[src/hw/rtl/tpad_pkg.sv]
`default_nettype none
// ----------------------------------------------------------------------------
// Two-point angle package
// Shared widths, angle constants, arctangent table and stage types for the
// CORDIC direction finder.
// ----------------------------------------------------------------------------
package tpad_pkg;

  // Number of CORDIC iterations, capped by the arctangent table length.
  localparam int CORDIC_STAGES = 16;
  // Significant bits of each coordinate word (at most the field width).
  localparam int COORD_BITS    = 16;

  localparam int FIELD_W     = 16;
  localparam int ANGLE_W     = 16;
  localparam int TABLE_LEN   = 24;
  localparam int NSTAGE      = (CORDIC_STAGES < TABLE_LEN) ? CORDIC_STAGES : TABLE_LEN;
  localparam int IDX_W       = $clog2(TABLE_LEN);
  localparam int GUARD_SHIFT = 24;
  localparam int DIFF_W      = COORD_BITS + 1;
  localparam int MAG_W       = COORD_BITS;
  // Headroom for CORDIC gain (about 1.65) times the diagonal (about 1.41).
  localparam int XY_W        = MAG_W + GUARD_SHIFT + 3;
  localparam int ATAN_W      = 21;
  localparam int ACC_W       = 24;
  localparam int ACC_FRAC    = 8;

  localparam logic [ACC_W-1:0]   ROUND_HALF = ACC_W'(128);
  localparam logic [ANGLE_W-1:0] DEG0       = ANGLE_W'(0);
  localparam logic [ANGLE_W-1:0] DEG90      = ANGLE_W'(11520);
  localparam logic [ANGLE_W-1:0] DEG180     = ANGLE_W'(23040);
  localparam logic [ANGLE_W-1:0] DEG270     = ANGLE_W'(34560);
  localparam logic [ANGLE_W-1:0] DEG360     = ANGLE_W'(46080);

  // Quadrant handling carried alongside the CORDIC datapath.
  typedef struct packed {
    logic               fixed;        // result settled by an axis case
    logic [ANGLE_W-1:0] fixed_angle;
    logic               dx_neg;
    logic               dy_neg;
  } meta_t;

  typedef struct packed {
    logic signed [XY_W-1:0]  x;
    logic signed [XY_W-1:0]  y;
    logic signed [ACC_W-1:0] acc;
    meta_t                   meta;
  } cord_t;

  // atan(2^-i) in units of 2^-15 degree, rounded to nearest.
  function automatic logic [ATAN_W-1:0] atan_entry(input logic [IDX_W-1:0] idx);
    logic [ATAN_W-1:0] v;
    unique case (idx)
      5'd0:    v = 21'd1474560;
      5'd1:    v = 21'd870484;
      5'd2:    v = 21'd459940;
      5'd3:    v = 21'd233473;
      5'd4:    v = 21'd117189;
      5'd5:    v = 21'd58652;
      5'd6:    v = 21'd29333;
      5'd7:    v = 21'd14667;
      5'd8:    v = 21'd7334;
      5'd9:    v = 21'd3667;
      5'd10:   v = 21'd1833;
      5'd11:   v = 21'd917;
      5'd12:   v = 21'd458;
      5'd13:   v = 21'd229;
      5'd14:   v = 21'd115;
      5'd15:   v = 21'd57;
      5'd16:   v = 21'd29;
      5'd17:   v = 21'd14;
      5'd18:   v = 21'd7;
      5'd19:   v = 21'd4;
      5'd20:   v = 21'd2;
      5'd21:   v = 21'd1;
      default: v = 21'd0;
    endcase
    return v;
  endfunction

endpackage
`default_nettype wire

[src/hw/rtl/tpad_cell.sv]
`default_nettype none
// ----------------------------------------------------------------------------
// Two-point angle CORDIC cell
// One vectoring iteration: rotate towards the x axis and accumulate the
// matching arctangent, then hold the word for the next cell.
// ----------------------------------------------------------------------------
module tpad_cell (
  input  wire logic                       clk,
  input  wire logic                       rst,
  input  wire logic [tpad_pkg::IDX_W-1:0] stage_idx,
  input  wire logic                       in_valid,
  output logic                            in_ready,
  input  wire tpad_pkg::cord_t            in_data,
  output logic                            out_valid,
  input  wire logic                       out_ready,
  output tpad_pkg::cord_t                 out_data
);

  logic signed [tpad_pkg::XY_W-1:0]  x, y, xs, ys;
  logic signed [tpad_pkg::ACC_W-1:0] acc, step;
  tpad_pkg::cord_t                   item_next;
  logic                              vld;

  assign x    = in_data.x;
  assign y    = in_data.y;
  assign acc  = in_data.acc;
  assign xs   = x >>> stage_idx;
  assign ys   = y >>> stage_idx;
  assign step = {{(tpad_pkg::ACC_W-tpad_pkg::ATAN_W){1'b0}}, tpad_pkg::atan_entry(stage_idx)};

  always_comb begin
    item_next.meta = in_data.meta;
    if (!y[tpad_pkg::XY_W-1]) begin
      item_next.x   = x + ys;
      item_next.y   = y - xs;
      item_next.acc = acc + step;
    end else begin
      item_next.x   = x - ys;
      item_next.y   = y + xs;
      item_next.acc = acc - step;
    end
  end

  assign in_ready  = !vld || out_ready;
  assign out_valid = vld;

  always_ff @(posedge clk) begin
    if (rst) begin
      vld <= 1'b0;
    end else if (in_ready) begin
      vld <= in_valid;
    end
  end

  always_ff @(posedge clk) begin
    if (in_valid && in_ready) begin
      out_data <= item_next;
    end
  end

endmodule
`default_nettype wire

[config.mk]
export PLATFORM = sky130hd
export DESIGN_NAME = tpad_cell
export DESIGN_NICKNAME = d
export VERILOG_FILES = /design/src/hw/rtl/tpad_pkg.sv /design/src/hw/rtl/tpad_cell.sv
export SDC_FILE = /design/constraint.sdc
export NUM_CORES = 1
export LEC_CHECK = 0
export ABC_AREA = 1
export BUFFER_PORTS_ARGS = -buffer_cell sky130_fd_sc_hd__buf_2
export CAP_MARGIN = 5
export CELL_PAD_IN_SITES_DETAIL_PLACEMENT = 0
export CELL_PAD_IN_SITES_GLOBAL_PLACEMENT = 1
export CORE_ASPECT_RATIO = 1.1
export CORE_UTILIZATION = 42
export DETAILED_ROUTE_END_ITERATION = 12
export GPL_ROUTABILITY_DRIVEN = 0
export PLACE_DENSITY_LB_ADDON = 0.1
export SLEW_MARGIN = 10
export SYNTH_ARGS = -nofsm -noshare
export SYNTH_HDL_FRONTEND = slang
export SYNTH_SLANG_ARGS = --single-unit
[constraint.sdc]
create_clock -name clk -period 9.9 [get_ports clk]
set_clock_uncertainty 0.1 [all_clocks]
set_input_delay 1.98 -clock clk [delete_from_list [all_inputs] [get_ports clk]]
set_output_delay 1.98 -clock clk [all_outputs]
set_load 0.05 [all_outputs]
### After elaboration in Yosys (flattened, before gate mapping)

Memory sizes are Yosys's and may differ from the RTL's.
Cells that the tools add are included.

* register bits after elaboration: 130
* bits in read-only memories: 672
* output and inout port bits: 131
* memories: 1

* add/subtract/negate cells: 6
* shift-type cells: 2
* mux-type cells: 1
* reduce and logical (&&, ||, !) cells: 3

Memories
* (no name shown): words 32, bits a word 21, read ports 1, clocked after memory_dff 0, write ports 0, line tpad_pkg.sv:53 `unique case (idx)`

Operators with widths (count)
* $mux 110: 1
* $add 43x43->43: 2
* $sshr 43x5->43: 2
* $sub 43x43->43: 2
* $add 24x22->24: 1
* $sub 24x22->24: 1
* $logic_and 1x1->1: 1
* $logic_not 1->1: 1
* $logic_or 1x1->1: 1

### Depth between registers and ports, before layout

* depth in word-level cells: 3
* gate-level depth with buffers: 35
* depth with buffers taken out: 33

### Least setup slack after synthesis

No wires, ideal clock.

* path kind: input to register
* start: input port in_valid
* end: register out_data[0] (netlist name), enable pin
* setup time: 0.659 ns
* data arrival time: 8.233 ns
* path slack: 0.908 ns
* stages: 2
* cell sequence: inv_1 -> a21oi_1

* cells in the longest elaborated chain, start to end: 1

RTL lines
* from (decl): line tpad_cell.sv:11 `input wire logic in_valid,`
* $logic_and 1x1->1: line tpad_cell.sv:56 `if (in_valid && in_ready) begin`
* to (signal assigned): line tpad_cell.sv:57 `out_data <= item_next;`
* to (decl): line tpad_cell.sv:16 `output tpad_pkg::cord_t out_data`

No other way between the ends.
A chain may end at the register's enable or synchronous reset.

==> impl_metrics.yaml <==
cts:
  htreeDepth: 4
  cts_buffer_depth: 2
  cts_tree: "done"
  cts_setup_buffers: 0
  cts-resized-gates: 0
  cts_buffers: 17
  cts-root-buf: "clkbuf_16"
  path_clk_slew_ns: 0.07
  clk-insertion-delay-late_ns: 0.46
  cts.sinks: 130
  ctsHoldBuffers: 0
synth:
  synth-seq-area-share_pct: 20.5
  postSynthCellCount: 3057
  avgSynthCellArea_um2: 6.20
  ys_ff_latch: 130
  yosysWarnings: 0
  synth_area_mm2: 0.0190
  synthArstFlopShare_pct: 0
  syn_nets: 3324
  ys_types: 58
  synth-edff-count: 129
  synth_top_flop_cell: "edfxtp_1"
sta:
  fin_crit_sh_pct: 77.8
  holdWs_ns: 0.446
  maxSlewHeadroom_pct: 25.7
  worstMarginPinSlew_ns: 1.11
  tns_ns: 0
  final_max_slew_viol_count: 0
  rsz0062_at_grt: "false"
  setup_violations: 0
  setup_ws_ns: 2.20
  hold_viol: 0
  max_freq_mhz: 130
  layout_min_cycle_time_ns: 7.70
pwr:
  peakVddDrop_uv: 122
  internal-power_mw: 1.69
  pwr-share-seq_pct: 23.5
  p_sw_mw: 1.73
  leakage_nw: 10.6
  sw_frac_of_total_pct: 50.7
  power_frac_comb_pct: 57.5
  powerDensity_mw_per_mm2: 161
  p_clk_share_pct: 19.0
global_routing:
  grt_pass1_vias: 19600
  grt-ovfl-total: 0
  grt_start_max_net_pins: 81
  grt_pass1_wl_mm: 108
  antenna_found_initial: 0
  groute.usage.overall_pct: 30.7
worst_setup_path:
  crit_family: "simple AND/OR/NAND/NOR gates"
  critPathSlowestCell: "buf_4"
  setup.worst_path.end_class: "flop"
  path_class: "primary input to flop"
  timing.critical_path.buf_inv: 6
  cp_data_arrival_time_ns: 7.85
  crit_top_cell: "nand2_1"
  crit_fanout: 76
  required_ns: 10.04
  start_kind: "primary input"
  slowest_delay_ns: 0.67
placed_design:
  placed_area_mm2: 0.0206
  dp.cells: 3817
  dp_hpwl_mm: 59.4
  port_buffers: 268
  dpl_worst_slack_ns: 1.94
drt:
  first_pass_iters: 7
  wl_per_cell_um: 18.5
  drc: 0
  vias_per_cell: 5.60
  postRouteAntennaNets: 0
  wirelength_mm: 71.4
  via_count: 21600
  drt-initial-drc-count: 2184
final_layout:
  fin_nets: 3522
  area_growth_pct: 11.9
  mostFrequentLayoutCell: "nand2_1"
  drive_gt1_share_pct: 13.2
  postLayoutCellArea_mm2: 0.0212
  final_cell_mix: "924 x nand2_1, 507 x nand3_1, 274 x inv_1"
  finalNonFillerCells: 3850
die:
  core_area_mm2: 0.0445
  fp.dieW_um: 205
  die_y_um: 225
  pin_count: 269
  initial_core_util_pct: 42.6
  num_rows: 81
  dieArea_mm2: 0.0460
hold_path:
  min_path_type: "flop to flop"
run:
  maxCapViolCount: 0
run_status:
  status: "finished clean"
path summary, 6_finish.rpt:
check                                     end         start  slack, ns  depth (start not counted)
worst max-delay path            out_data[128]  stage_idx[0]       2.20                         32
worst min-delay path                out_valid     out_valid       0.45                          2
worst max register to register   out_data[81]     out_valid       7.42                          3
worst min register to register      out_valid     out_valid       0.45                          2
layer usage:
layer | vias up | GRT usage (%) | part of all wire (%)
li1 | 10600 | - | -
met3 | 109 | 6.84 | 8.5
met1 | 9907 | 41.1 | 43
met2 | 917 | 48.6 | 45
met5 | - | 0.974 | 0.083
met4 | 2 | 9.36 | 2.8
Yosys cell counts, types with 5 or more instances:
cell      number  share of area, %
nor2_1       243               4.8
o21bai_1      10              0.40
buf_4          7              0.28
o31ai_1        5              0.20
inv_1        274               5.4
xor2_1       118               5.5
o211ai_1      34               1.3
edfxtp_1     129                20
nand3_1      507                13
nand3b_1      12              0.48
a21o_1        13              0.51
nor3_1        21              0.55
nand4_1       36               1.2
o21ai_1       14              0.37
o21ai_0      102               2.7
nor2_2        17              0.56
clkbuf_1      23              0.46
ha_1         126               8.3
a21boi_0       8              0.32
o21a_1        16              0.63
buf_2         46               1.2
nand2_1      924                18
nor2_4         5              0.30
buf_1         20              0.40
a21oi_1      154               4.1
xnor2_1       46               2.1
nand3_2       15              0.79
nor4_1         6              0.20
buf_6         10              0.59
inv_2         29              0.57
nand2_2       30              0.99
a31oi_1       13              0.43
power by group through the flow:
stage | logic [mW] | clock network, mW | registers, mW
after floorplan | 1.05 | 0 | 1.22
after global placement | 1.94 | 0 | 0.813
after detailed placement | 1.94 | 0 | 0.818
after CTS | 1.95 | 0.670 | 0.807
after global routing | 2.14 | 0.687 | 0.815
final | 1.97 | 0.649 | 0.805
state kept, by name, indices dropped and copies added (netlist names):
name       flops
out_data     129
out_valid      1
through the flow:
| stage | power, mW | util, % |
|---|---|---|
| final | 3.42 | 47.7 |
| after global routing | 3.64 | 47.6 |
| after CTS | 3.42 | 47.6 |
| after detailed placement | 2.76 | 46.3 |
| after global placement | 2.75 | 46.3 |
| after floorplan | 2.27 | - |
layout make-up:
cell class / instances / area, um2
fill: 4837 / 23300
sequential: 130 / 3890
multi-input combinational: 2516 / 13400
timing repair buffer: 285 / 1470
inverter: 305 / 1140
tap: 581 / 727
antenna: 1 / 2.50
clock inverter: 15 / 166
clock buffer: 17 / 425
cell families (layout without fill, tap and decap cells):
group	count (synthesis)	count (layout)	share of synthesized area (%)
xor+xnor	164	164	7.58
simple gates	1829	1829	42.1
other cells	0	1	0
flops	130	130	20.5
compound gates	394	394	12.2
fa+ha+maj	129	129	8.63
buf+inv	411	622	8.98
tightest hold or removal path, stage by stage (launching register included):
cell and delay [ns]:
dfxtp_1 0.34, nand2_1 0.10, a21oi_1 0.06
Note: power is estimated with default switching activity, not from simulation.
