==> src/hw/rtl/tpad_pkg.sv <==
`default_nettype none
// ----------------------------------------------------------------------------
// Two-point angle package
// Shared widths, angle constants, arctangent table and stage types for the
// CORDIC direction finder.
// ----------------------------------------------------------------------------
package tpad_pkg;

  // Number of CORDIC iterations, capped by the arctangent table length.
  localparam int CORDIC_STAGES = 16;
  // Significant bits of each coordinate word (at most the field width).
  localparam int COORD_BITS    = 16;

  localparam int FIELD_W     = 16;
  localparam int ANGLE_W     = 16;
  localparam int TABLE_LEN   = 24;
  localparam int NSTAGE      = (CORDIC_STAGES < TABLE_LEN) ? CORDIC_STAGES : TABLE_LEN;
  localparam int IDX_W       = $clog2(TABLE_LEN);
  localparam int GUARD_SHIFT = 24;
  localparam int DIFF_W      = COORD_BITS + 1;
  localparam int MAG_W       = COORD_BITS;
  // Headroom for CORDIC gain (about 1.65) times the diagonal (about 1.41).
  localparam int XY_W        = MAG_W + GUARD_SHIFT + 3;
  localparam int ATAN_W      = 21;
  localparam int ACC_W       = 24;
  localparam int ACC_FRAC    = 8;

  localparam logic [ACC_W-1:0]   ROUND_HALF = ACC_W'(128);
  localparam logic [ANGLE_W-1:0] DEG0       = ANGLE_W'(0);
  localparam logic [ANGLE_W-1:0] DEG90      = ANGLE_W'(11520);
  localparam logic [ANGLE_W-1:0] DEG180     = ANGLE_W'(23040);
  localparam logic [ANGLE_W-1:0] DEG270     = ANGLE_W'(34560);
  localparam logic [ANGLE_W-1:0] DEG360     = ANGLE_W'(46080);

  // Quadrant handling carried alongside the CORDIC datapath.
  typedef struct packed {
    logic               fixed;        // result settled by an axis case
    logic [ANGLE_W-1:0] fixed_angle;
    logic               dx_neg;
    logic               dy_neg;
  } meta_t;

  typedef struct packed {
    logic signed [XY_W-1:0]  x;
    logic signed [XY_W-1:0]  y;
    logic signed [ACC_W-1:0] acc;
    meta_t                   meta;
  } cord_t;

  // atan(2^-i) in units of 2^-15 degree, rounded to nearest.
  function automatic logic [ATAN_W-1:0] atan_entry(input logic [IDX_W-1:0] idx);
    logic [ATAN_W-1:0] v;
    unique case (idx)
      5'd0:    v = 21'd1474560;
      5'd1:    v = 21'd870484;
      5'd2:    v = 21'd459940;
      5'd3:    v = 21'd233473;
      5'd4:    v = 21'd117189;
      5'd5:    v = 21'd58652;
      5'd6:    v = 21'd29333;
      5'd7:    v = 21'd14667;
      5'd8:    v = 21'd7334;
      5'd9:    v = 21'd3667;
      5'd10:   v = 21'd1833;
      5'd11:   v = 21'd917;
      5'd12:   v = 21'd458;
      5'd13:   v = 21'd229;
      5'd14:   v = 21'd115;
      5'd15:   v = 21'd57;
      5'd16:   v = 21'd29;
      5'd17:   v = 21'd14;
      5'd18:   v = 21'd7;
      5'd19:   v = 21'd4;
      5'd20:   v = 21'd2;
      5'd21:   v = 21'd1;
      default: v = 21'd0;
    endcase
    return v;
  endfunction

endpackage
`default_nettype wire

==> src/hw/rtl/tpad_front.sv <==
`default_nettype none
// ----------------------------------------------------------------------------
// Two-point angle front end
// Forms the difference vector, settles the axis cases and loads the
// magnitudes into the first CORDIC word.
// ----------------------------------------------------------------------------
module tpad_front (
  input  wire logic                         clk,
  input  wire logic                         rst,
  input  wire logic                         in_valid,
  output logic                              in_ready,
  input  wire logic [tpad_pkg::FIELD_W-1:0] begin_x,
  input  wire logic [tpad_pkg::FIELD_W-1:0] begin_y,
  input  wire logic [tpad_pkg::FIELD_W-1:0] end_x,
  input  wire logic [tpad_pkg::FIELD_W-1:0] end_y,
  output logic                              out_valid,
  input  wire logic                         out_ready,
  output tpad_pkg::cord_t                   out_data
);

  logic signed [tpad_pkg::COORD_BITS-1:0] bx, by, ex, ey;
  logic signed [tpad_pkg::DIFF_W-1:0]     dx, dy;
  logic [tpad_pkg::DIFF_W-1:0]            adx_full, ady_full;
  logic [tpad_pkg::MAG_W-1:0]             adx, ady;
  tpad_pkg::cord_t                        item_next;
  logic                                   vld;

  assign bx = begin_x[tpad_pkg::COORD_BITS-1:0];
  assign by = begin_y[tpad_pkg::COORD_BITS-1:0];
  assign ex = end_x[tpad_pkg::COORD_BITS-1:0];
  assign ey = end_y[tpad_pkg::COORD_BITS-1:0];

  assign dx = tpad_pkg::DIFF_W'(ex) - tpad_pkg::DIFF_W'(bx);
  assign dy = tpad_pkg::DIFF_W'(ey) - tpad_pkg::DIFF_W'(by);

  assign adx_full = dx[tpad_pkg::DIFF_W-1] ? -dx : dx;
  assign ady_full = dy[tpad_pkg::DIFF_W-1] ? -dy : dy;
  assign adx      = adx_full[tpad_pkg::MAG_W-1:0];
  assign ady      = ady_full[tpad_pkg::MAG_W-1:0];

  always_comb begin
    item_next.x           = tpad_pkg::XY_W'({adx, {tpad_pkg::GUARD_SHIFT{1'b0}}});
    item_next.y           = tpad_pkg::XY_W'({ady, {tpad_pkg::GUARD_SHIFT{1'b0}}});
    item_next.acc         = '0;
    item_next.meta.dx_neg = dx[tpad_pkg::DIFF_W-1];
    item_next.meta.dy_neg = dy[tpad_pkg::DIFF_W-1];
    // Settle the axes exactly; everything else goes round the CORDIC.
    priority if (dx == '0) begin
      item_next.meta.fixed = 1'b1;
      if (dy == '0) begin
        item_next.meta.fixed_angle = tpad_pkg::DEG0;
      end else if (dy[tpad_pkg::DIFF_W-1]) begin
        item_next.meta.fixed_angle = tpad_pkg::DEG270;
      end else begin
        item_next.meta.fixed_angle = tpad_pkg::DEG90;
      end
    end else if (dy == '0) begin
      item_next.meta.fixed       = 1'b1;
      item_next.meta.fixed_angle = dx[tpad_pkg::DIFF_W-1] ? tpad_pkg::DEG180 : tpad_pkg::DEG0;
    end else begin
      item_next.meta.fixed       = 1'b0;
      item_next.meta.fixed_angle = tpad_pkg::DEG0;
    end
  end

  // Advance when empty or when the next cell takes the word.
  assign in_ready  = !vld || out_ready;
  assign out_valid = vld;

  always_ff @(posedge clk) begin
    if (rst) begin
      vld <= 1'b0;
    end else if (in_ready) begin
      vld <= in_valid;
    end
  end

  always_ff @(posedge clk) begin
    if (in_valid && in_ready) begin
      out_data <= item_next;
    end
  end

endmodule
`default_nettype wire

==> config.mk <==
export PLATFORM = sky130hd
export DESIGN_NAME = tpad_front
export DESIGN_NICKNAME = d
export VERILOG_FILES = /design/src/hw/rtl/tpad_pkg.sv /design/src/hw/rtl/tpad_front.sv
export SDC_FILE = /design/constraint.sdc
export NUM_CORES = 1
export LEC_CHECK = 0
export ABC_CLOCK_PERIOD_IN_PS = 3820
export BUFFER_PORTS_ARGS = -buffer_cell sky130_fd_sc_hd__buf_4
export CAP_MARGIN = 20
export CORE_MARGIN = 2
export CORE_UTILIZATION = 50
export CTS_BUF_LIST = sky130_fd_sc_hd__clkbuf_4 sky130_fd_sc_hd__clkbuf_8
export CTS_CLUSTER_SIZE = 16
export DETAILED_ROUTE_END_ITERATION = 7
export GPL_TIMING_DRIVEN = 0
export PLACE_DENSITY = 0.84
export SLEW_MARGIN = 15
export SYNTH_ARGS = -nofsm -noshare
export SYNTH_HDL_FRONTEND = slang
export SYNTH_SLANG_ARGS = --single-unit
==> constraint.sdc <==
create_clock -name clk -period 3.82 [get_ports clk]
set_input_delay 0.764 -clock clk [delete_from_list [all_inputs] [get_ports clk]]
set_output_delay 0.764 -clock clk [all_outputs]
set_load 0.01 [all_outputs]
# Yosys cells after proc, flatten, opt, wreduce, memory -nomap -nowiden
# Index checks and enable logic that the tools add are counted.
dict set report totals {
  inputBits 68
  output_inout_bits 131
  elab_cells 23
  register_bits 52
}
dict set report classes {
  mux 7
  reduce_logical 5
  add_sub_neg 4
}
# operator n
set ops {}
lappend ops {{two-way mux 16 bit} 5}
lappend ops {{zero test 17 bit} 2}
lappend ops {{subtractor 16 x 16 -> 17 bit} 2}
lappend ops {{negator 16 bit} 2}
lappend ops {{two-way mux 17 bit} 1}
lappend ops {{two-way mux 15 bit} 1}
lappend ops {{logical AND 1 bit} 1}
lappend ops {{zero test 1 bit} 1}
lappend ops {{logical OR 1 bit} 1}

# Depth between registers and ports, before layout
dict set report depth {
  depth_word 4
  depth_mapped 14
  mapped_depth_nobuf 13
}

# Worst setup path after synthesis
# OpenSTA, ideal clock, no wires.
dict set report synth_timing {
  path_kind {input port to flip-flop}
  startpoint {input end_y[0] in the netlist's numbering}
  endpoint {register out_data[79] in the netlist's numbering, data pin}
  stages 14
  path_buffers 1
  arrival_time_ns 3.182
  setup_time_ns 0.264
  t_required_ns 3.556
  path_slack_ns 0.374
  cell_sequence {inv_1 ha_1 fa_1 nor2b_1 o2111ai_1 nand3b_2 a211oi_1 o21bai_1 nand2_1 a31oi_1 inv_1 buf_1 o21ai_0 xnor2_1}
}
dict set report synth_via {
  elab_cells_between_ends 3
  classes_between {2 x add/sub; 1 x mux}
}
# item line
set synth_rtl {}
lappend synth_rtl {{from (decl)} tpad_front.sv:15} ;# input wire logic [tpad_pkg::FIELD_W-1:0] end_y,
lappend synth_rtl {{subtractor 16 x 16 -> 17 bit} tpad_front.sv:34} ;# assign dy = tpad_pkg::DIFF_W'(ey) - tpad_pkg::DIFF_W'(by);
lappend synth_rtl {{named net dy (one bit)} tpad_front.sv:22} ;# logic signed [tpad_pkg::DIFF_W-1:0] dx, dy;
lappend synth_rtl {{two-way mux 16 bit} tpad_front.sv:37} ;# assign ady_full = dy[tpad_pkg::DIFF_W-1] ? -dy : dy;
lappend synth_rtl {{named net ady_full (one bit)} tpad_front.sv:23} ;# logic [tpad_pkg::DIFF_W-1:0] adx_full, ady_full;
lappend synth_rtl {{to (signal assigned)} tpad_front.sv:80} ;# out_data <= item_next;
lappend synth_rtl {{to (decl)} tpad_front.sv:18} ;# output tpad_pkg::cord_t out_data
# The timed path passes the listed nets, and every way through them passes these cells.
# A chain may end at the register's enable or synchronous reset.

==> flow_metrics.py <==
metrics = {
    "worst_setup_path": {
        "reg2reg_setup_slack_ns": 2.35,
        "worstSetupPathType": "in -> reg",
        "path_max_fanout": 10,
        "crit_arrival_ns": 3.67,
        "setup.worst_path.start_class": "input port",
        "crit_path_end_kind": "flip-flop",
        "worstSetupStartpoint": "begin_x[0]",
        "required_ns": 3.87,
        "r2r-start": "out_valid$_SDFFE_PP0N_",
        "critical_path_s_largest_stage_delay_ns": 0.42,
        "worst_path_max_delay_cell": "fa_1",
        "cp_cell_sequence": "buf_4 -> ha_1 -> fa_1 -> nand2b_1 -> a21oi_1 -> a21oi_1 -> o21ai_1 -> a41o_1 -> o22a_1 -> buf_2 -> inv_2 -> clkbuf_2 -> and3_1 -> or2_1",
        "critPathMostFrequentCell": "a21oi_1",
    },
    "cts": {
        "tritoncts_clock_tree": "yes",
        "cts-root-to-sink-buffers": 2,
        "total_of_hold_buffers_inserted_after_clock_tree_synthesis": 0,
        "cts_buffers": 5,
        "cts_clock_pin_slew_for_the_worst_setup_and_hold_paths_ns": 0.09,
        "htree_num_levels": 2,
        "insertion_delay_ns": 0.30,
        "numClockSinks": 42,
        "cts-root-buf": "clkbuf_8",
    },
    "route": {
        "drtPass1Iterations": 4,
        "via_total_after_detailed_routing": 4136,
        "drt_drc_violations_left": 0,
        "antenna_left": 0,
        "wl_per_cell_um": 12.5,
        "routed_wirelength_um": 10500,
        "vias_per_cell": 4.91,
        "detailedRoute.firstIterationViolations": 185,
    },
    "power": {
        "power.static_leakage_nw": 3.04,
        "peakVddDrop_v": 0.000184,
        "power-per-cell-area_nw_per_um2": 304,
        "fin_total_pwr_mw": 1.84,
    },
    "place": {
        "dp.final_hpwl_um": 8790,
        "detailed_place.area_sq_um": 5900,
        "port_buffers": 112,
        "placed_cells": 831,
        "place_congestion": 0.862,
    },
    "final_layout": {
        "instances_no_fill": 843,
        "flow.area_growth_from_synthesis_pct": 32.5,
        "num_antenna_cells": 0,
        "design.final.nets": 839,
        "fin_area_sq_um": 6060,
        "drive_gt1_frac": 0.321,
        "n_fill_cell": 703,
    },
    "global_routing": {
        "grt_use_total": 0.207,
        "first_global_vias": 3839,
        "grt_pass1_wl_um": 17000,
        "globalRoute.totalOverflow": 0,
        "grt_start_max_net_pins": 26,
        "antenna_found_initial": 0,
    },
    "min_path": {
        "class_of_the_tightest_hold_or_removal_check": "reg -> reg",
        "worstHoldStart": "out_valid$_SDFFE_PP0N_",
    },
    "synthesis": {
        "yosysMostFrequentCell": "buf_4",
        "ys_warn_count": 0,
        "post_synth_instance_area_sq_um": 4570,
        "yosys-top-cells-count": "buf_4, inv_1, edfxtp_1",
        "ys_types": 65,
        "synth.avg_cell_area_sq_um": 8.71,
        "yosys-top-cells-area": "edfxtp_1, buf_4, ha_1, xnor2_1, inv_1",
        "synth.ff_latch_count": 42,
        "ys.flop_type": "edfxtp_1",
        "synth_top_cell_area_share": 0.269,
        "synth_enable_flop_cells": 41,
        "async_reset_ff_frac": 0,
        "synth.largest_area_cell": "edfxtp_1",
        "part_of_the_yosys_area_used_for_sequential_elements": 0.274,
        "post_synth_inst_count": 525,
    },
    "sta": {
        "slew_viol_final": 0,
        "setup_viol_count_final": 0,
        "final.hold.worst_slack_ns": 0.548,
        "worst_pin_slew_ns": 0.845,
        "max_slew_margin": 0.430,
        "finalHoldViolCount": 0,
        "fmaxAchievable_mhz": 277,
        "timing.final.crit_period_ns": 3.62,
        "timing.final.crit_share": 0.947,
        "rsz0062_at_grt": "no",
        "finalClockSkew_ns": 0.00324,
    },
    "die": {
        "dieWidth_um": 99.6,
        "number_of_primary_i_o_pins": 199,
        "floorplan.die.height_um": 99.6,
        "die-area_sq_um": 9930,
        "placeableCoreArea_sq_um": 8810,
        "std_cell_rows": 34,
        "start_util": 0.519,
    },
    "status": {
        "outcome": "complete, no violations",
    },
    "run": {
        "timing.max_cap.violations": 0,
    },
}
per-layer routing:
| layer | up-vias | wire (um) | GRT usage |
|---|---|---|---|
| met1 | 1847 | 4360 | 0.266 |
| met3 | 15 | 971 | 0.0485 |
| met5 | - | 0 | 0 |
| met4 | 0 | 131 | 0.0421 |
| met2 | 190 | 5040 | 0.357 |
| li1 | 2084 | - | - |
path summary, 6_finish.rpt:
kind / end / cells past startpoint
hold reg to reg: out_valid$_SDFFE_PP0N_ / 2
setup / recovery: out_data[11]$_DFFE_PP_ / 14
hold / removal: out_valid$_SDFFE_PP0N_ / 2
setup reg to reg: out_data[72]$_DFFE_PP_ / 3
sequential cells by signal, summed over array words and instances (netlist names):
name and cells:
out_data 41, out_valid 1
where the power goes:
part,leakage [nW],switching (mW),internal (mW)
clock network,0.0408,0.173,0.131
registers,0.407,0.0276,0.612
logic,2.59,0.476,0.425
placed cells by master, fill, tap and decap left out, types with 3 or more instances in the layout:
cell type | Yosys | layout
buf_4 | 89 | 205
conb_1 | 1 | 86
inv_1 | 43 | 43
edfxtp_1 | 41 | 41
nor2_1 | 35 | 35
ha_1 | 35 | 35
nand2_1 | 33 | 33
xnor2_1 | 31 | 31
o21ai_0 | 21 | 21
a21oi_1 | 19 | 19
xor2_1 | 18 | 18
nor2b_1 | 9 | 9
and3_1 | 8 | 8
nor3_1 | 8 | 8
o211ai_1 | 8 | 8
nand3_1 | 8 | 8
a21o_1 | 7 | 7
nand2b_1 | 7 | 7
a211oi_1 | 6 | 5
a31oi_1 | 6 | 5
or3_1 | 5 | 5
clkbuf_8 | 0 | 5
and2_1 | 5 | 4
clkbuf_1 | 5 | 4
or4_1 | 4 | 4
or2_2 | 4 | 4
o31ai_1 | 4 | 4
and4_1 | 3 | 3
buf_2 | 3 | 3
o21ai_1 | 3 | 3
nand4_1 | 3 | 3
a221oi_1 | 3 | 3
mux2i_1 | 3 | 3
nor4_1 | 3 | 3
critical path, delay by kind of cell:
kind / cells / cell delay (ns)
fa+ha+maj: 2 / 0.65
simple gates: 3 / 0.67
buf+inv: 4 / 0.61
compound gates: 5 / 0.95
cells by family after synthesis:
family                     share of synthesized area
AOI/OAI and AO/OA                              0.153
xor gates and xnor gates                      0.0938
adders and majority gates                      0.105
buffers and inverters                          0.193
DFF                                            0.274
muxes                                        0.00903
other                                       0.000820
and+or+nand+nor                                0.172
layout make-up:
class / instances / area (sq um) / share of cell area
Multi-Input combinational cell: 425 / 2800 / 0.462
Sequential cell: 42 / 1250 / 0.206
Timing Repair Buffer: 117 / 898 / 0.148
Buffer: 99 / 718 / 0.119
Inverter: 44 / 165 / 0.0273
Tap cell: 108 / 135 / 0.0223
Clock buffer: 5 / 68.8 / 0.0114
Clock inverter: 3 / 23.8 / 0.00392
metrics by stage:
step | setup WS (ns) | TNS (ns) | utilization
after floorplan | 0.374 | 0 | -
after global placement | -0.444 | -4.57 | 0.666
after detailed placement | -0.497 | -5.81 | 0.670
after CTS | 0.0933 | 0 | 0.681
after global routing | 0.0216 | 0 | 0.688
final | 0.203 | 0 | 0.688
timing repair:
item / 4_1_cts / 5_1_grt
pin swaps: 0 / 1
endpoints found under the setup margin: 9 / 12
gates resized for setup: 1 / 6
setup buffers: 0 / 4
(Power assumes the default switching activity.)
