`config.mk`:
```
export PLATFORM = sky130hd
export DESIGN_NAME = tpad_back
export DESIGN_NICKNAME = d
export VERILOG_FILES = /design/src/hw/rtl/tpad_pkg.sv /design/src/hw/rtl/tpad_back.sv
export SDC_FILE = /design/constraint.sdc
export NUM_CORES = 1
export LEC_CHECK = 0
export ABC_AREA = 1
export BUFFER_PORTS_ARGS = -buffer_cell sky130_fd_sc_hd__buf_2
export CORE_MARGIN = 5
export CORE_UTILIZATION = 45
export DETAILED_ROUTE_END_ITERATION = 10
export PLACE_DENSITY = 0.83
export SLEW_MARGIN = 20
export SYNTH_ARGS = -nofsm -noshare
export SYNTH_HDL_FRONTEND = slang
export SYNTH_SLANG_ARGS = --single-unit
```
`constraint.sdc`:
```
create_clock -name clk -period 6 [get_ports clk]
set_input_delay 0.9 -clock clk [delete_from_list [all_inputs] [get_ports clk]]
set_output_delay 0.9 -clock clk [all_outputs]
set_load 0.05 [all_outputs]
```
`src/hw/rtl/tpad_pkg.sv`:
```
`default_nettype none
// ----------------------------------------------------------------------------
// Two-point angle package
// Shared widths, angle constants, arctangent table and stage types for the
// CORDIC direction finder.
// ----------------------------------------------------------------------------
package tpad_pkg;

  // Number of CORDIC iterations, capped by the arctangent table length.
  localparam int CORDIC_STAGES = 16;
  // Significant bits of each coordinate word (at most the field width).
  localparam int COORD_BITS    = 16;

  localparam int FIELD_W     = 16;
  localparam int ANGLE_W     = 16;
  localparam int TABLE_LEN   = 24;
  localparam int NSTAGE      = (CORDIC_STAGES < TABLE_LEN) ? CORDIC_STAGES : TABLE_LEN;
  localparam int IDX_W       = $clog2(TABLE_LEN);
  localparam int GUARD_SHIFT = 24;
  localparam int DIFF_W      = COORD_BITS + 1;
  localparam int MAG_W       = COORD_BITS;
  // Headroom for CORDIC gain (about 1.65) times the diagonal (about 1.41).
  localparam int XY_W        = MAG_W + GUARD_SHIFT + 3;
  localparam int ATAN_W      = 21;
  localparam int ACC_W       = 24;
  localparam int ACC_FRAC    = 8;

  localparam logic [ACC_W-1:0]   ROUND_HALF = ACC_W'(128);
  localparam logic [ANGLE_W-1:0] DEG0       = ANGLE_W'(0);
  localparam logic [ANGLE_W-1:0] DEG90      = ANGLE_W'(11520);
  localparam logic [ANGLE_W-1:0] DEG180     = ANGLE_W'(23040);
  localparam logic [ANGLE_W-1:0] DEG270     = ANGLE_W'(34560);
  localparam logic [ANGLE_W-1:0] DEG360     = ANGLE_W'(46080);

  // Quadrant handling carried alongside the CORDIC datapath.
  typedef struct packed {
    logic               fixed;        // result settled by an axis case
    logic [ANGLE_W-1:0] fixed_angle;
    logic               dx_neg;
    logic               dy_neg;
  } meta_t;

  typedef struct packed {
    logic signed [XY_W-1:0]  x;
    logic signed [XY_W-1:0]  y;
    logic signed [ACC_W-1:0] acc;
    meta_t                   meta;
  } cord_t;

  // atan(2^-i) in units of 2^-15 degree, rounded to nearest.
  function automatic logic [ATAN_W-1:0] atan_entry(input logic [IDX_W-1:0] idx);
    logic [ATAN_W-1:0] v;
    unique case (idx)
      5'd0:    v = 21'd1474560;
      5'd1:    v = 21'd870484;
      5'd2:    v = 21'd459940;
      5'd3:    v = 21'd233473;
      5'd4:    v = 21'd117189;
      5'd5:    v = 21'd58652;
      5'd6:    v = 21'd29333;
      5'd7:    v = 21'd14667;
      5'd8:    v = 21'd7334;
      5'd9:    v = 21'd3667;
      5'd10:   v = 21'd1833;
      5'd11:   v = 21'd917;
      5'd12:   v = 21'd458;
      5'd13:   v = 21'd229;
      5'd14:   v = 21'd115;
      5'd15:   v = 21'd57;
      5'd16:   v = 21'd29;
      5'd17:   v = 21'd14;
      5'd18:   v = 21'd7;
      5'd19:   v = 21'd4;
      5'd20:   v = 21'd2;
      5'd21:   v = 21'd1;
      default: v = 21'd0;
    endcase
    return v;
  endfunction

endpackage
`default_nettype wire

```
`src/hw/rtl/tpad_back.sv`:
```
`default_nettype none
// ----------------------------------------------------------------------------
// Two-point angle back end
// Rounds and clamps the accumulated angle, folds it into its quadrant and
// holds the result word for the consumer.
// ----------------------------------------------------------------------------
module tpad_back (
  input  wire logic                         clk,
  input  wire logic                         rst,
  input  wire logic                         in_valid,
  output logic                              in_ready,
  input  wire tpad_pkg::cord_t              in_data,
  output logic                              out_valid,
  input  wire logic                         out_ready,
  output logic [tpad_pkg::ANGLE_W-1:0]      angle
);

  logic [tpad_pkg::ACC_W-1:0]   acc_pos;
  logic [tpad_pkg::ACC_W-1:0]   rounded;
  logic [tpad_pkg::ANGLE_W-1:0] quad_angle;
  logic [tpad_pkg::ANGLE_W-1:0] angle_next;
  logic                         vld;

  // Drop negative residue, round to 1/128 degree, clamp at a right angle.
  assign acc_pos = in_data.acc[tpad_pkg::ACC_W-1] ? '0 : in_data.acc;
  assign rounded = (acc_pos + tpad_pkg::ROUND_HALF) >> tpad_pkg::ACC_FRAC;
  assign quad_angle = (rounded > tpad_pkg::ACC_W'(tpad_pkg::DEG90)) ?
                      tpad_pkg::DEG90 : rounded[tpad_pkg::ANGLE_W-1:0];

  always_comb begin
    if (in_data.meta.fixed) begin
      angle_next = in_data.meta.fixed_angle;
    end else begin
      unique case ({in_data.meta.dx_neg, in_data.meta.dy_neg})
        2'b00: angle_next = quad_angle;
        2'b10: angle_next = tpad_pkg::DEG180 - quad_angle;
        2'b11: angle_next = tpad_pkg::DEG180 + quad_angle;
        // Fourth quadrant: a full turn wraps to zero
        default: angle_next = (quad_angle == '0) ? tpad_pkg::DEG0 :
                              tpad_pkg::DEG360 - quad_angle;
      endcase
    end
  end

  assign in_ready  = !vld || out_ready;
  assign out_valid = vld;

  always_ff @(posedge clk) begin
    if (rst) begin
      vld <= 1'b0;
    end else if (in_ready) begin
      vld <= in_valid;
    end
  end

  always_ff @(posedge clk) begin
    if (in_valid && in_ready) begin
      angle <= angle_next;
    end
  end

endmodule
`default_nettype wire

```
### Yosys cells after proc, flatten, opt, wreduce, memory -nomap -nowiden

Index checks and enable logic that the tools add are counted.
W data, S select, Z words.

| storage, ports and cells | value |
|---|---|
| memory bits (writable) | 0 |
| logic and storage cells | 19 |
| output and inout bits | 18 |
| memories | 0 |
| bits in read-only memories | 0 |
| bits of input ports | 133 |
| register bits after elaboration | 17 |
| bits in latches | 0 |

| operators by class | value |
|---|---|
| magnitude comparators | 1 |
| shifts and indexed selects | 0 |
| muxes and demuxes | 5 |
| $add $sub $neg | 4 |
| multipliers | 0 |
| div/mod/pow operators | 0 |
| reduce and logical (&&, ||, !) cells | 5 |
| equality and inequality tests | 2 |
| bitwise operators | 0 |

Operators with widths:

| kind | count |
|---|---|
| $mux W16 | 3 |
| $pmux W16 S3 | 1 |
| $add A23 B8 Y24 const B | 1 |
| $mux W23 | 1 |
| $add A15 B16 Y16 const A | 1 |
| $gt A16 B14 Y1 const B | 1 |
| $logic_not A16 Y1 | 1 |
| $sub A15 B16 Y16 const A | 1 |
| $sub A16 B16 Y16 const A | 1 |
| $eq A2 B2 Y1 const B | 2 |
| $logic_not A2 Y1 | 1 |
| $logic_and A1 B1 Y1 | 1 |
| $logic_not A1 Y1 | 1 |
| $logic_or A1 B1 Y1 | 1 |

### Logic depth before layout (Yosys ltp)

Gate-level depths: netlist (run 1).

| depth | value |
|---|---|
| depth in word-level cells | 8 |
| depth in mapped cells | 28 |
| gate-level depth less buffers | 26 |

### Least setup slack after synthesis (run 1)

OpenSTA, ideal clock, no wires.

| timing | value |
|---|---|
| path type | input-to-reg |
| from | input port in_data[42] (netlist bit) |
| to | register angle[12] (netlist bit) (data pin) |
| stages on the path | 27 |
| data arrival time | 3.572 ns |
| setup time | 0.249 ns |
| path slack | 2.179 ns |
| buffers on the path | 3 |
| path through | buf_6 nor2_2 ha_1 nand2_1 inv_1 nand2_2 nor2_4 nand4_1 nand2_1 nand2_1 nor2_2 nand2_2 nand2_4 nand2_4 buf_12 buf_6 nand2_1 ha_1 nand3_2 nor2_4 nand2_1 nand2_1 nand2_1 nand3_1 nand3_1 nand2_1 inv_1 |

| on the way | value |
|---|---|
| cells in the longest elaborated chain, start to end | 8 |
| elaborated cells between the ends (all ways) | 11 |
| classes of those cells | 4 x add/sub; 1 x order compare; 5 x mux; 1 x reduce/logical |

RTL lines:

| item | line | text |
|---|---|---|
| start: declaration | tpad_back.sv:12 | `input wire tpad_pkg::cord_t in_data,` |
| $mux W23 (*) | tpad_back.sv:25 | `assign acc_pos = in_data.acc[tpad_pkg::ACC_W-1] ? '0 : in_data.acc;` |
| $add A23 B8 Y24 (*) | tpad_back.sv:26 | `assign rounded = (acc_pos + tpad_pkg::ROUND_HALF) >> tpad_pkg::ACC_FRAC;` |
| $gt A16 B14 Y1 | tpad_back.sv:27 | `assign quad_angle = (rounded > tpad_pkg::ACC_W'(tpad_pkg::DEG90)) ?` |
| $mux W16 (*) | tpad_back.sv:27 |  |
| $sub A16 B16 Y16 or $logic_not A16 Y1 (tied branches) | tpad_back.sv:40, tpad_back.sv:39 |  |
| $mux W16 | tpad_back.sv:39 | `default: angle_next = (quad_angle == '0) ? tpad_pkg::DEG0 :` |
| $pmux W16 S3 (*) | tpad_back.sv:34 | `unique case ({in_data.meta.dx_neg, in_data.meta.dy_neg})` |
| $mux W16 (*) | tpad_back.sv:31 | `if (in_data.meta.fixed) begin` |
| via angle_next, one bit | tpad_back.sv:21 | `logic [tpad_pkg::ANGLE_W-1:0] angle_next;` |
| end signal: assignment | tpad_back.sv:58 | `angle <= angle_next;` |
| end: declaration | tpad_back.sv:15 | `output logic [tpad_pkg::ANGLE_W-1:0] angle` |

Mark *: on every way through the listed nets, which the timed path passes. The rest lies on a longest branch.
A chain may end at the register's enable or synchronous reset.

### Worst setup path after layout (run 1)

| timing | value |
|---|---|
| from | input port in_data[42] (netlist bit) |
| to | register angle[10] (netlist bit) (data pin) |

The elaborated chain is that of the path after synthesis.

==> out/qor.csv, run 1 <==
metric,value,unit
status,completed,
critPathArrivalTime,4.00,ns
drive_above_1_share,26.57,%
grt_pass1_vias,2535,
ios,151,
tritoncts,done,
finalWirelength,6069,um
routedWlPerCell,11.34,um
clkSinkCount,17,
finalCriticalPeriod,3.982,ns
drt-pass1-iter-count,5,
core-area,5405,um^2
grt_max_degree,24,
synthCells,409,
skew,0.002265,ns
rsz0062_at_grt,false,
drt-initial-drc-count,202,
finalMaxSlewViolations,0,
min-delay-start,out_valid,
postCtsSetupBuffers,0,
grt_overflow,0,
antenna_found_initial,0,
worstReg2RegEnd,angle[15],
r2r_setup_slack,4.97,ns
syn_to_final_growth,14.38,%
syn_area,2471,um^2
fmax,251.1,MHz
grt_pass1_wl,10520,um
final_cells,535,
synth-edff-count,16,
fillCellCount,571,
cp-end-kind,flop,
drv_cap,0,
power-per-cell-area,153.8,nW/um^2
start_util,45.72,%
num_vias,2714,
globalplace.congestion,0.8905,
final_hold_viol_count,0,
cts_resized,0,
synth_cell_types,41,
drtAntennaViolNets,0,
slew_headroom,58.74,%
async_reset_ff_share,0,%
crit_type,in -> reg,
clk_latency,0.25,ns
hold_path_class,reg -> reg,
critical-path-top-delay-family,simple AND/OR/NAND/NOR gates,
syn-num-nets,544,
io_buffers,57,
die_y,84.11,um
avgSynthCellArea,6.042,um^2
critPathLaunchType,input pin,
tns,0,ns
tightest_slew,0.6166,ns
slowest_stage,ha_1,
die_width,84.11,um
ys_seq_elements,17,
reg2reg_depth,2,
clockRootBuffer,clkbuf_8,
ys_seq_area_share,20.25,%
dpl.cell_count,531,
crit_path_frequent_cell,nand2_1,
slowest_delay,0.21,ns
dieArea,7074,um^2
regToRegStartpoint,out_valid,
cp_max_fo,23,
layout.nets,599,
setup_viol,0,
dp_hpwl,5014,um
hold_depth,2,
antenna_cells,0,
fp-row-count,27,
ys.flop_type,edfxtp_1,
clk_pin_slew,0.06,ns
crit_buf_inv,3,
fin_crit_sh,66.37,%
yosys_warnings,0,
drc,0,
p_leak,1.492,nW
min_to,out_valid,
cp.required,6.02,ns
numCtsBuffers,3,
cts_hold_buffers,0,
cts.htree.levels,1,
grt_use_total,17.06,%
vias_per_cell,5.073,
cts.path.max_buffers,2,
max-vdd-ir-drop,0.1025,mV
==> sequential cells by signal, indices dropped and copies added (netlist names) <==
name / count
out_valid: 1
angle: 16
==> stage by stage <==
stage | utilization (%) | worst slack, ns | area [um^2] | power (mW) | hold slack [ns]
detailed placement | 51.44 | 1.755 | 2780 | 0.3527 | 0.5135
floorplan | - | 2.179 | 2471 | 0.3085 | 0.9691
global route | 52.29 | 1.597 | 2826 | 0.4635 | 0.5529
global placement | 51.44 | 1.821 | 2780 | 0.3485 | 0.4781
CTS | 52.29 | 2.026 | 2826 | 0.4358 | 0.5246
finish | 52.29 | 2.018 | 2826 | 0.4347 | 0.5141
==> cell usage after synthesis (2+ instances only) <==
master | instances | area, um^2
a21oi_1 | 7 | 35.03
a21oi_2 | 2 | 17.52
a31oi_1 | 5 | 31.28
buf_6 | 2 | 22.52
clkbuf_1 | 3 | 11.26
edfxtp_1 | 16 | 480.5
ha_1 | 2 | 25.02
inv_1 | 61 | 229.0
inv_2 | 6 | 22.52
nand2_1 | 118 | 442.9
nand2_2 | 13 | 81.33
nand2_4 | 3 | 33.78
nand3_1 | 55 | 275.3
nand3_2 | 8 | 80.08
nand3b_1 | 2 | 15.01
nand4_1 | 11 | 68.82
nor2_1 | 42 | 157.7
nor2_2 | 15 | 93.84
nor2_4 | 3 | 33.78
o21ai_0 | 5 | 25.02
o21ai_1 | 4 | 20.02
o21ai_2 | 2 | 17.52
or2_2 | 4 | 25.02
xor2_1 | 3 | 26.28
==> worst min-delay path, cell delays in order (launching register included) <==
cell and delay, ns:
dfxtp_1 0.32, nand2_1 0.08, a21oi_1 0.06
==> area by class of cell <==
class	instances	area, um^2	area share, %
Timing Repair Buffer	58	292.8	10.36
Clock buffer	3	41.29	1.461
Multi-Input combinational cell	315	1630	57.68
Clock inverter	1	5.005	0.1771
Tap cell	72	90.09	3.187
Sequential cell	17	500.5	17.71
Inverter	69	266.5	9.429
==> cell usage in the layout, fill, tap and decap left out, types with 2 or more instances in the layout <==
cell type / Yosys / final
xor2_1: 3 / 3
o21ai_0: 5 / 5
a21oi_1: 7 / 7
nor2_4: 3 / 3
a21oi_2: 2 / 2
a31oi_1: 5 / 5
inv_1: 61 / 61
nand2_4: 3 / 3
nand2_2: 13 / 13
nor2_1: 42 / 42
nand3b_1: 2 / 2
nand2_1: 118 / 118
nand4_1: 11 / 11
clkbuf_8: 0 / 3
or2_2: 4 / 4
inv_2: 6 / 6
ha_1: 2 / 2
o21ai_2: 2 / 2
edfxtp_1: 16 / 16
nor2_2: 15 / 15
buf_2: 1 / 57
o21ai_1: 4 / 4
nand3_2: 8 / 8
nand3_1: 55 / 55
==> worst max path at each step <==
stage	start	to	slack, ns	cells past startpoint
3_3_place_gp	in_data[42]	angle[12]	1.82	25
5_1_grt	in_data[42]	angle[10]	1.60	25
2_1_floorplan	in_data[42]	angle[12]	2.18	27
6_report	in_data[42]	angle[10]	2.02	25
3_5_place_dp	in_data[42]	angle[10]	1.75	25
4_1_cts	in_data[42]	angle[10]	2.03	25
==> cells by family (layout without fill, tap and decap cells) <==
family	Yosys count	in the layout	share of synthesized area, %
buf+inv	77	131	13.77
compound gates	32	32	9.064
xor+xnor	5	5	2.076
fa+ha+maj	2	2	1.012
simple gates	276	276	53.82
flops	17	17	20.25
==> where the power goes <==
part / internal, mW / switching [mW] / total [mW] / leakage (nW)
clock: 0.0461 / 0.0373 / 0.0833 / 0.0255
combinational: 0.0621 / 0.144 / 0.206 / 1.30
sequential: 0.143 / 0.00219 / 0.145 / 0.164
==> metal layers <==
metal	GRT usage, %	part of all wire (%)	vias up
li1	-	-	1417
met1	21.23	46	1197
met2	31.28	47	97
met3	2.073	6.7	3
met4	3.655	0.44	0
met5	0	0	-
Power figures use the tool's default switching activity.
==> run 2: changes to the inputs <==
--- a/config.mk
+++ b/config.mk
@@ -8,9 +8,9 @@
 export ABC_AREA = 1
 export BUFFER_PORTS_ARGS = -buffer_cell sky130_fd_sc_hd__buf_2
 export CORE_MARGIN = 5
-export CORE_UTILIZATION = 45
+export CORE_UTILIZATION = 44
 export DETAILED_ROUTE_END_ITERATION = 10
-export PLACE_DENSITY = 0.83
+export PLACE_DENSITY = 0.82
 export SLEW_MARGIN = 20
 export SYNTH_ARGS = -nofsm -noshare
 export SYNTH_HDL_FRONTEND = slang
==> constraint.sdc (replaced) <==
create_clock -name clk -period 4.1 [get_ports clk]
set_input_delay 0.615 -clock clk [delete_from_list [all_inputs] [get_ports clk]]
set_output_delay 0.615 -clock clk [all_outputs]
set_load 0.05 [all_outputs]
==> out/qor.csv, run 2 (synthesized netlist as in run 1, its figures left out) <==
metric,value,unit,change
grt_pass1_wl,10450,um,was 10520 um
tns,0,ns,unchanged
grt_use_total,16.67,%,was 17.06%
numCtsBuffers,3,,unchanged
regArea,500.5,um^2,unchanged
clk_latency,0.25,ns,about the same
clockRootBuffer,clkbuf_8,,unchanged
wl_met1,2680,um,was 2806 um
max-vdd-ir-drop,0.1494,mV,was 0.1025 mV
grt_pass1_vias,2492,,was 2535
status,completed,,unchanged
crit_path_frequent_cell,nand2_1,,unchanged
fin_crit_sh,88.27,%,
critical-path-top-delay-family,simple AND/OR/NAND/NOR gates,,unchanged
dp_hpwl,5015,um,was 5014 um
final_common_cell,nand2_1,,unchanged
num_vias,2734,,was 2714
drt-pass1-iter-count,4,,was 5
final_cells,536,,was 535
routedWlPerCell,11.37,um,was 11.34 um
cp.required,4.10,ns,was 6.02 ns
finalWirelength,6092,um,was 6069 um
hold_path_class,reg -> reg,,unchanged
mostFrequentLayoutCells,"nand2_1, inv_1, buf_2, nand3_1, nor2_1",,unchanged
crit_buf_inv,3,,unchanged
die_y,84.94,um,was 84.11 um
cts.path.max_buffers,2,,unchanged
dpl.cell_count,532,,was 531
fillCellCount,572,,was 571
drive_above_1_share,26.72,%,was 26.57%
cts_hold_buffers,0,,unchanged
p_leak,1.497,nW,was 1.492 nW
wl_met3,517,um,was 409 um
multi_input_area,1630,um^2,unchanged
slowest_stage,nor2_4,,was ha_1
largest-register,angle,,unchanged
crit_type,in -> reg,,unchanged
cp-end-kind,flop,,unchanged
holdWs,0.4974,ns,was 0.5141 ns
postCtsSetupBuffers,0,,unchanged
grt_overflow,0,,unchanged
fp-row-count,27,,unchanged
cp_max_fo,10,,was 23
rsz0062_at_grt,false,,unchanged
drt-initial-drc-count,195,,was 202
globalplace.congestion,0.8853,,was 0.8905
drc,0,,unchanged
power-per-cell-area,225.0,nW/um^2,was 153.8 nW/um^2
top_layer,met4,,unchanged
critPathLaunchType,input pin,,unchanged
fmax,276.3,MHz,
vias_per_cell,5.101,,was 5.073
clkSinkCount,17,,unchanged
core-area,5473,um^2,was 5405 um^2
antenna_found_initial,0,,unchanged
largest_reg_flops,16,,unchanged
ios,151,,unchanged
cts.htree.levels,1,,unchanged
finalMaxSlewViolations,0,,unchanged
slew_headroom,57.53,%,was 58.74%
critPathArrivalTime,3.62,ns,was 4.00 ns
cts_resized,0,,unchanged
final_hold_viol_count,0,,unchanged
die_width,84.94,um,was 84.11 um
drtAntennaViolNets,0,,unchanged
drv_cap,0,,unchanged
dieArea,7215,um^2,was 7074 um^2
skew,0.006239,ns,was 0.002265 ns
layout.nets,600,,was 599
tritoncts,done,,unchanged
start_util,45.15,%,was 45.72%
grt_max_degree,22,,was 24
syn_to_final_growth,14.68,%,was 14.38%
wl_met2,2803,um,was 2826 um
slowest_delay,0.20,ns,was 0.21 ns
tightest_slew,0.6347,ns,was 0.6166 ns
antenna_cells,0,,unchanged
finalCriticalPeriod,3.619,ns,
clk_pin_slew,0.07,ns,was 0.06 ns
io_buffers,57,,unchanged
setup_viol,0,,unchanged
utilization,51.78,%,was 52.29%
-- run 2: changes by cell type in the layout (fill, tap and decap cells not counted) --
cell | previous run | this run
buf_4 | 1 | 2
-- run 2: final timing paths --
| kind | startpoint | to | slack [ns] | cells after the start |
|---|---|---|---|---|
| worst max-delay path | in_data[42] | angle[10] | 0.48 | 25 |
| worst min register to register | out_valid | out_valid | 0.50 | 2 |
| worst min-delay path | out_valid | out_valid | 0.50 | 2 |
| worst max register to register | out_valid | angle[14] | 3.05 | 2 |
-- run 2: through the flow --
stage / setup WS (ns) / power, mW / instance area (um^2)
2_1_floorplan: 0.5643 / 0.4514 / 2471
3_3_place_gp: 0.3747 / 0.5109 / 2788
3_5_place_dp: 0.2852 / 0.5167 / 2788
4_1_cts: 0.5145 / 0.6371 / 2834
5_1_grt: 0.2101 / 0.6787 / 2834
6_report: 0.4811 / 0.6375 / 2834
-- run 2: cell type report --
class,instances,share of cell area [%]
timing repair buffer,59,10.60
clock buffer,3,1.457
tap,72,3.179
multi-input combinational,315,57.53
inverter,69,9.404
sequential,17,17.66
clock inverter,1,0.1766
-- run 2: power by group --
| part | switching (mW) | total (mW) | internal, mW |
|---|---|---|---|
| registers | 0.00318 | 0.212 | 0.209 |
| clock network | 0.0544 | 0.122 | 0.0674 |
| logic | 0.212 | 0.303 | 0.0917 |
-- run 2: worst min-delay path: stages (launching register included) --
cell and delay [ns]:
dfxtp_1 0.32, nand2_1 0.08, a21oi_1 0.06
-- run 2: metal layers --
metal | GRT usage (%) | vias to the layer above
met5 | 0 | -
met3 | 2.330 | 12
met2 | 30.16 | 121
li1 | - | 1420
met1 | 20.69 | 1181
met4 | 4.029 | 0
==> run 3: changes to the inputs <==
--- a/config.mk
+++ b/config.mk
@@ -8,9 +8,10 @@
 export ABC_AREA = 1
 export BUFFER_PORTS_ARGS = -buffer_cell sky130_fd_sc_hd__buf_2
 export CORE_MARGIN = 5
-export CORE_UTILIZATION = 44
+export CORE_UTILIZATION = 40
 export DETAILED_ROUTE_END_ITERATION = 10
-export PLACE_DENSITY = 0.82
+export PLACE_DENSITY = 0.78
+export RECOVER_POWER = 50
 export SLEW_MARGIN = 20
 export SYNTH_ARGS = -nofsm -noshare
 export SYNTH_HDL_FRONTEND = slang
==> constraint.sdc (replaced) <==
create_clock -name clk -period 3.3 [get_ports clk]
set_input_delay 0.495 -clock clk [delete_from_list [all_inputs] [get_ports clk]]
set_output_delay 0.495 -clock clk [all_outputs]
set_load 0.05 [all_outputs]
==> out/qor.csv, run 3 (synthesized netlist as in run 1, its figures left out) <==
metric,value,unit,change
status,completed,,unchanged
antenna_found_initial,0,,unchanged
ios,151,,unchanged
regArea,500.5,um^2,unchanged
crit_buf_inv,4,,was 3
finalCriticalPeriod,3.031,ns,
num_vias,2742,,was 2734
p_leak,1.561,nW,was 1.497 nW
final_cells,556,,was 536
dieArea,7850,um^2,was 7215 um^2
final_common_cell,nand2_1,,unchanged
mostFrequentLayoutCells,"nand2_1, inv_1, nand3_1, buf_2, nor2_1",,"was nand2_1, inv_1, buf_2, nand3_1, nor2_1"
fin_crit_sh,91.84,%,
cp-end-kind,flop,,unchanged
crit_path_frequent_cell,nand2_1,,unchanged
layout.nets,617,,was 600
io_buffers,57,,unchanged
clk_pin_slew,0.07,ns,about the same
critPathArrivalTime,3.05,ns,was 3.62 ns
clockRootBuffer,clkbuf_8,,unchanged
drt-initial-drc-count,191,,was 195
slowest_stage,nor3_2,,was nor2_4
slowest_delay,0.25,ns,was 0.20 ns
drt-pass1-iter-count,4,,unchanged
routedWlPerCell,11.62,um,was 11.37 um
grt_overflow,0,,unchanged
vias_per_cell,4.932,,was 5.101
tightest_slew,0.8754,ns,was 0.6347 ns
crit_type,in -> reg,,unchanged
fp-row-count,28,,was 27
die_width,88.60,um,was 84.94 um
power-per-cell-area,274.2,nW/um^2,was 225.0 nW/um^2
drv_cap,0,,unchanged
setup_viol,0,,unchanged
fmax,330.0,MHz,
antenna_cells,0,,unchanged
start_util,41.49,%,was 45.15%
cts.htree.levels,1,,unchanged
numCtsBuffers,3,,unchanged
multi_input_area,1707,um^2,was 1630 um^2
finalWirelength,6463,um,was 6092 um
drtAntennaViolNets,0,,unchanged
skew,0.005626,ns,was 0.006239 ns
cts.path.max_buffers,2,,unchanged
final_hold_viol_count,0,,unchanged
grt_use_total,16.91,%,was 16.67%
clkSinkCount,17,,unchanged
core-area,5956,um^2,was 5473 um^2
cp_max_fo,19,,was 10
globalplace.congestion,0.9025,,was 0.8853
grt_max_degree,22,,unchanged
dpl.cell_count,550,,was 532
max-vdd-ir-drop,0.1968,mV,was 0.1494 mV
rsz0062_at_grt,false,,unchanged
path_cells,buf_2 -> buf_12 -> inv_8 -> nand3_1 -> nor3_2 -> nand2_1 -> nand2_1 -> nand3_2 -> nor2_2 -> nand2_2 -> nand2_4 -> nand2_4 -> nand2_4 -> ha_4 -> nand3_4 -> nor2_4 -> nand2_1 -> nand2_1 -> nand2_1 -> nand3_1 -> nand3_1 -> nand2_1 -> inv_1,,
dp_hpwl,5361,um,was 5015 um
slew_headroom,41.64,%,was 57.53%
fillCellCount,644,,was 572
tritoncts,done,,unchanged
critPathLaunchType,input pin,,unchanged
syn_to_final_growth,22.73,%,was 14.68%
clk_latency,0.26,ns,was 0.25 ns
die_y,88.60,um,was 84.94 um
critical-path-top-delay-family,simple AND/OR/NAND/NOR gates,,unchanged
utilization,50.92,%,was 51.78%
largest-register,angle,,unchanged
finalMaxSlewViolations,0,,unchanged
drc,0,,unchanged
cp.required,3.32,ns,was 4.10 ns
grt_pass1_vias,2585,,was 2492
drive_above_1_share,28.69,%,was 26.72%
largest_reg_flops,16,,unchanged
hold_path_class,in -> reg,,was reg -> reg
grt_pass1_wl,11010,um,was 10450 um
run 3: changes by cell type in the layout (fill, tap and decap cells not counted), sizes merged:
cell / previous run / this run
nor2: 60 / 61
clkbuf: 3 / 12
buf: 59 / 66
run 3: routing by layer:
layer | up-vias | GRT usage (%) | part of all wire, %
li1 | 1458 | - | -
met1 | 1176 | 22.07 | 43
met2 | 100 | 30.18 | 47
met3 | 8 | 1.862 | 8.2
met4 | 0 | 3.297 | 1.1
met5 | - | 0 | 0
run 3: worst paths after layout:
kind                             startpoint        end  slack (ns)  depth (start not counted)
worst max-delay path            in_data[42]  angle[12]        0.27                         23
worst min-delay path                    rst  out_valid        0.38                          2
worst max register to register    out_valid  angle[12]        1.78                          2
worst min register to register    out_valid  out_valid        0.49                          2
run 3: cell type report:
cell class	instances	share of cell area, %
Inverter	69	8.787
Timing Repair Buffer	75	13.82
Multi-Input combinational cell	316	56.27
Tap cell	75	3.094
Clock inverter	1	0.1650
Clock buffer	3	1.361
Sequential cell	17	16.50
run 3: repair_timing:
item | CTS | global route
gates resized for setup | 0 | 3
endpoints found under the setup margin | 0 | 3
setup buffers | 0 | 1
hold buffers | 0 | 0
run 3: metrics by stage:
stage                     cell area (um^2)  setup slack [ns]  setup TNS [ns]  hold slack [ns]  power [mW]
final                                 3033            0.2694               0           0.3810      0.8317
after global routing                  3033          0.005409               0           0.3934      0.8852
after CTS                             3018            0.2020               0           0.3838      0.8323
after detailed placement              2972          -0.06316         -0.1036           0.4863      0.6779
after global placement                2972           0.01966               0           0.4746      0.6676
after floorplan                       2526           0.01847               0           0.5641      0.5720
run 3: power by group:
part | leakage (nW) | switching [mW] | internal (mW)
Clock | 0.0255 | 0.0737 | 0.0839
Sequential | 0.164 | 0.00460 | 0.260
Combinational | 1.37 | 0.275 | 0.135
Total | 1.56 | 0.353 | 0.479
